===== src/mts_pkg.sv =====
// Shared types, codes and defaults for the melody tone sequencer.
`timescale 1ns / 1ps
`default_nettype none

package mts_pkg;

	localparam int NOTE_DEPTH_DEF = 256;
	localparam int BASE_RATE_DEF  = 1000;

	localparam int FREQ_W  = 16;
	localparam int LEN_W   = 16;
	localparam int TICK_W  = 24;
	localparam int COUNT_W = 9;
	localparam int SLOT_W  = 8;

	localparam logic [TICK_W-1:0] TICK_MAX = {TICK_W{1'b1}};

	typedef enum logic [1:0] {
		REQ_TICK  = 2'd0,
		REQ_WRITE = 2'd1,
		REQ_START = 2'd2,
		REQ_STOP  = 2'd3
	} req_type_t;

	typedef enum logic [1:0] {
		ST_IDLE,
		ST_CHK,
		ST_DIV
	} mts_state_t;

	// One stored note, frequency in the lowest bits
	typedef struct packed {
		logic [TICK_W-1:0] start_tick;
		logic [LEN_W-1:0]  length;
		logic [FREQ_W-1:0] frequency;
	} note_entry_t;

	// Slave-side data beat, last field in the lowest bits
	typedef struct packed {
		logic [6:0]         pad;
		logic [COUNT_W-1:0] note_count;
		logic [TICK_W-1:0]  note_start_tick;
		logic [LEN_W-1:0]   note_length;
		logic [FREQ_W-1:0]  note_frequency;
		logic [SLOT_W-1:0]  note_slot;
	} in_beat_t;

	// Master-side data beat, last field in the lowest bits
	typedef struct packed {
		logic [3:0]         pad;
		logic               melody_done;
		logic [LEN_W-1:0]   ticks_left;
		logic [COUNT_W-1:0] note_position;
		logic               playing;
		logic               tone_active;
		logic [FREQ_W-1:0]  reload_value;
	} out_beat_t;

endpackage

`default_nettype wire


===== src/mts_divider.sv =====
// Restoring divider: constant BASE_RATE squared over a 16-bit divisor, one bit a cycle.
`timescale 1ns / 1ps
`default_nettype none

module mts_divider
	import mts_pkg::*;
#(
	parameter int BASE_RATE = BASE_RATE_DEF
) (
	input  wire logic              clk,
	input  wire logic              arst_n,
	input  wire logic              start,
	input  wire logic [FREQ_W-1:0] divisor,
	output logic                   done,
	output logic [FREQ_W-1:0]      quotient
);

	localparam int DIVIDEND = BASE_RATE * BASE_RATE;
	localparam int DW       = $clog2(DIVIDEND + 1);
	localparam int CW       = $clog2(DW + 1);

	logic              busy_q;
	logic              done_q;
	logic [CW-1:0]     cnt_q;
	logic [DW-1:0]     dsr_q;
	logic [DW-1:0]     quot_q;
	logic [FREQ_W-1:0] rem_q;
	logic [FREQ_W-1:0] div_q;

	logic [FREQ_W:0]   rem_sh;
	logic              ge;
	logic [FREQ_W:0]   rem_n;

	always_comb begin
		rem_sh = {rem_q, dsr_q[DW-1]};
		ge     = rem_sh >= {1'b0, div_q};
		rem_n  = ge ? (rem_sh - {1'b0, div_q}) : rem_sh;
	end

	always_ff @(posedge clk or negedge arst_n) begin
		if (!arst_n) begin
			busy_q <= 1'b0;
			done_q <= 1'b0;
			cnt_q  <= '0;
		end else begin
			done_q <= busy_q && (cnt_q == CW'(1));
			if (start) begin
				busy_q <= 1'b1;
				cnt_q  <= CW'(DW);
			end else if (busy_q) begin
				cnt_q <= cnt_q - CW'(1);
				if (cnt_q == CW'(1))
					busy_q <= 1'b0;
			end
		end
	end

	// Payload: load on start, then shift one quotient bit in per cycle
	always_ff @(posedge clk) begin
		if (start) begin
			dsr_q  <= DW'(DIVIDEND);
			quot_q <= '0;
			rem_q  <= '0;
			div_q  <= divisor;
		end else if (busy_q) begin
			dsr_q  <= dsr_q << 1;
			quot_q <= {quot_q[DW-2:0], ge};
			rem_q  <= rem_n[FREQ_W-1:0];
		end
	end

	assign done     = done_q;
	assign quotient = FREQ_W'(quot_q);

endmodule

`default_nettype wire


===== config.mk =====
export PLATFORM = sky130hd
export DESIGN_NAME = mts_divider
export DESIGN_NICKNAME = d
export VERILOG_FILES = /design/src/mts_pkg.sv /design/src/mts_divider.sv
export SDC_FILE = /design/constraint.sdc
export NUM_CORES = 1
export LEC_CHECK = 0
export ABC_AREA = 1
export BUFFER_PORTS_ARGS = -buffer_cell sky130_fd_sc_hd__buf_2
export CAP_MARGIN = 20
export CORE_ASPECT_RATIO = 1.75
export CORE_MARGIN = 5
export CORE_UTILIZATION = 25
export CTS_BUF_LIST = sky130_fd_sc_hd__clkbuf_4
export CTS_CLUSTER_DIAMETER = 100
export DETAILED_ROUTE_END_ITERATION = 10
export GPL_TIMING_DRIVEN = 0
export PLACE_DENSITY = 0.41
export SLEW_MARGIN = 0
export SYNTH_ARGS = -nofsm -noshare
export SYNTH_HDL_FRONTEND = slang
export SYNTH_SLANG_ARGS = --single-unit

===== constraint.sdc =====
create_clock -name clk -period 3.1 [get_ports clk]
set_clock_uncertainty 0.2 [all_clocks]
set_input_delay 0.465 -clock clk [delete_from_list [all_inputs] [get_ports clk]]
set_output_delay 0.465 -clock clk [all_outputs]
set_load 0.01 [all_outputs]

==> metrics list <==
- Relative to the synthesized area, the layout overhead comes to 19.6%.
- Measured in cells, the most critical reg-to-reg path has a length of 13.
- The number of antenna violations at the first check in global routing came to 1.
* Data arrival at the endpoint of the critical path: 2.57 ns
- Data required, critical path: 3.24 ns
- For this design the top-level I/O count stands at 36.
- Setup total negative slack on the finished layout was measured at 0 ns.
* Wire length of the first global-routing pass: 16.8 mm
- Width of the chip: 101 um
- Pleak: 2.18 nW
- Maximum number of pins on one net before global-route repair: 19
- Class of the worst hold path: primary input to asynchronous set/reset pin
- Hold Fails Final Rpt: 0
* Total number of vias: 3287
- Of the available clock period, the critical path in the final layout requires 0.786.
- Area used by sequential logic in the layout: 1580 um2
- Root buf cell: clkbuf_4
* Category of the worst setup path launch point: register
* Fillers: 1539
- The later pin in the worst-skew pair is clocked with a latency of 0.43 ns.
* Launch instance of the worst register-to-register path: dsr_q[19]$_SDFFE_PP1P_
- Upper clock frequency limit: 411 MHz
* Seq pwr share: 0.346
* Total area of multi-input combinational cells: 1620 um2
- Net Sw Power: 1.49 mW
- The first detailed-routing pass ran for 4 iterations.
- After the first detailed-routing iteration, the DRC count stood at 172.
- Area of the core: 14300 um2
- In the routed design, unresolved DRC markers number 0.
- Pin slew with the least headroom to its limit: 0.677 ns
- Cell internal pwr: 1.86 mW
- The synthesized design contains 69 register bits.
- Detailed placement HPWL: 7.84 mm
- Syn Std Cell Area: 3630 um2
- The number of nets handed over by synthesis was 525.
* Initial cell density of the core: 0.254
- Yosys mapped the design onto 36 distinct sky130hd cell types.
- The detailed router put a total of 3.87 mm of wire on met1.
* Buffers from clock root to sink, at most: 2
* Result of the run: complete, no violations
- Setup violations remaining at the end of the flow were counted as 0.
* PD cells: 771 nW/um2
* Highest layer used for signal routing: met4
- Met2 WL post-DR: 5.47 mm
- Total number of clock tree sinks: 69
- In the post-synthesis netlist, the biggest area contributors are dfxtp_1 25%, edfxtp_1 13%, nand2_1 12%.
- The worst-case IR drop observed on VDD is 0.260 mV.
- Clock transition time at the flip-flop clock pins of the worst setup and hold paths: 0.13 ns
* Routed vias/inst: 4.47
- Remaining antenna violation count: 0
- Setup repair after global routing left no endpoint under its margin.
- Final Cell Area: 4350 um2
- Total CTS buffers: 9
- Floorplan row count: 58
* Post-route minimum period: 2.44 ns
- DIE HEIGHT: 169 um
- Of the total power, combinational logic draws 0.470.
- Worst reg2reg setup slack: 0.66 ns
* End of the worst register-to-register path: rem_q[14]$_SDFFE_PP0P_
* Total wire length after detailed routing: 10.3 mm
- The share of synthesized area in the top cell type comes to 0.253.
* Relative slew slack: 0.549
* Dpl cell area: 4030 um2
* CP Max Fanout: 5
- Number of H-tree levels: 3
- Clk network pwr share: 0.184
- Wire segments on met3 add up to 330 um in the final route.
* Number of I/O port buffers: 35
- Number of pins exceeding their max-slew limit in the final report: 0
- Summed over all layers, the global routing overflow is 0.
* Leading area contributor after synthesis: dfxtp_1
* Global routing usage summed across all routing layers: 0.128
- Of the cells placed in the final design, the portion with a size suffix greater than 1 is 0.126.
- STA classifies the critical path endpoint as a register.
- During synthesis, Yosys emitted a total of 0 warnings.
- Final RePlAce weighted congestion: 0.873
- Vias in the first global route: 3383
* Sw Ratio: 0.444
- CTS tree: built
- Seq/Total Area, Yosys: 0.434
* Wire length per cell: 14.0 um
* Setup Crit Path Kind: register to register
* Die Outline Area: 17100 um2
- Average cell area after synthesis: 7.46 um2
- Synthesis handed over a netlist of 487 instances.
- Across the run, the number of max-cap violations was 0.
- Nets: 588
[layer usage]
layer | vias to the layer above | global-route usage
met5 | - | 0
met4 | 0 | 0.0770
met3 | 26 | 0.0292
met2 | 63 | 0.235
met1 | 1520 | 0.128
li1 | 1678 | -
[registers in the layout (all words and copies together) (netlist names)]
signal and cells:
busy_q 1, cnt_q 5, div_q 16, done 1, dsr_q 14, quot_q 16, rem_q 16
[kinds of logic (layout without fill, tap and decap cells)]
family | after synthesis | after routing | share of synthesized area
xor+xnor | 1 | 1 | 0.00241
buf+inv | 113 | 181 | 0.120
other cells | 0 | 1 | 0
simple gates | 219 | 219 | 0.267
flops | 69 | 69 | 0.434
compound gates | 66 | 66 | 0.109
fa+ha+maj | 19 | 19 | 0.0675
[power by group through the flow]
stage | Sequential (mW) | Clock (mW) | Combinational [mW]
5_1_grt | 1.18 | 0.689 | 1.82
4_1_cts | 1.16 | 0.651 | 1.60
3_5_place_dp | 1.18 | 0 | 1.57
3_3_place_gp | 1.18 | 0 | 1.57
6_report | 1.16 | 0.617 | 1.58
2_1_floorplan | 1.16 | 0 | 1.17
[per-stage QoR]
stage | setup WS (ns) | utilization | power [mW] | hold slack, ns | instances
2_1_floorplan | 1.08 | - | 2.33 | -0.0306 | 487
3_3_place_gp | 0.213 | 0.282 | 2.75 | 0.113 | 702
3_5_place_dp | 0.154 | 0.282 | 2.75 | 0.113 | 702
4_1_cts | 0.642 | 0.304 | 3.41 | 0.163 | 735
5_1_grt | 0.432 | 0.304 | 3.69 | 0.155 | 736
6_report | 0.665 | 0.304 | 3.35 | 0.185 | 736
[synth_stat cells (all sizes together)]
cell / instances
fa: 1
a21oi: 17
nand3: 37
o21a: 2
dfrtp: 7
clkbuf: 7
o211ai: 1
a22oi: 6
and2: 2
ha: 18
buf: 5
a21boi: 4
nand4: 9
o22ai: 21
dfxtp: 46
nand2: 122
nor2: 43
xor2: 1
nor3: 4
o21ai: 15
or2: 1
edfxtp: 16
inv: 101
nor4: 1
[critical path: stages (launching register included)]
cell	delay, ns
dfxtp_1	0.33
inv_1	0.06
ha_1	0.23
fa_1	0.42
inv_1	0.11
nand3_1	0.07
nand3_1	0.23
nand2_1	0.16
nand2_1	0.10
nand2_1	0.12
nand3_1	0.12
nand2_1	0.05
nor2_1	0.08
o21ai_1	0.07
[cells in the final DEF, fill, tap and decap left out, types with 2 or more instances in the layout]
| cell | netlist | final |
|---|---|---|
| nand2_1 | 117 | 117 |
| inv_1 | 99 | 99 |
| dfxtp_1 | 46 | 46 |
| nor2_1 | 39 | 39 |
| buf_2 | 1 | 36 |
| nand3_1 | 35 | 35 |
| o22ai_1 | 21 | 21 |
| ha_1 | 18 | 18 |
| dlygate4sd3_1 | 0 | 17 |
| edfxtp_1 | 16 | 16 |
| a21oi_1 | 15 | 15 |
| o21ai_0 | 13 | 13 |
| nand4_1 | 9 | 9 |
| clkbuf_4 | 0 | 9 |
| clkbuf_1 | 7 | 7 |
| dfrtp_1 | 7 | 7 |
| a22oi_1 | 6 | 6 |
| a21boi_0 | 4 | 4 |
| nand2_2 | 3 | 3 |
| nor3_1 | 3 | 3 |
| buf_1 | 2 | 2 |
| inv_2 | 2 | 2 |
| a21oi_2 | 2 | 2 |
| nor2_2 | 2 | 2 |
| o21a_1 | 2 | 2 |
| nor2_4 | 2 | 2 |
| nand3_2 | 2 | 2 |
| nand2_4 | 2 | 2 |
| o21ai_1 | 2 | 2 |
| and2_1 | 2 | 2 |
| clkinv_2 | 0 | 2 |
| inv_6 | 0 | 2 |
[how the worst max path moves through the flow]
stage | to | slack [ns] | from | cells past startpoint
global route | rem_q[14]$_SDFFE_PP0P_ | 0.43 | dsr_q[19]$_SDFFE_PP1P_ | 13
detailed placement | quot_q[14]$_SDFFE_PP0P_ | 0.15 | start | 6
CTS | quot_q[14]$_SDFFE_PP0P_ | 0.64 | start | 6
finish | rem_q[14]$_SDFFE_PP0P_ | 0.66 | dsr_q[19]$_SDFFE_PP1P_ | 13
global placement | dsr_q[12]$_SDFFE_PP0P_ | 0.21 | start | 6
floorplan | rem_q[6]$_SDFFE_PP0P_ | 1.08 | div_q[0]$_DFFE_PP_ | 10
[repair_timing]
item                                   CTS  global route
hold buffers                            17             0
resized for setup                        0             0
endpoints found under the hold margin   23             0
setup buffers                            0             0
[cell type report]
class	instances	area share
buffer	12	0.0132
timing repair buffer	52	0.0794
tap	180	0.0518
sequential	69	0.363
clock inverter	7	0.0167
clock buffer	9	0.0155
multi-input combinational	305	0.373
antenna	1	0.000576
inverter	101	0.0872
(Power assumes the default switching activity.)
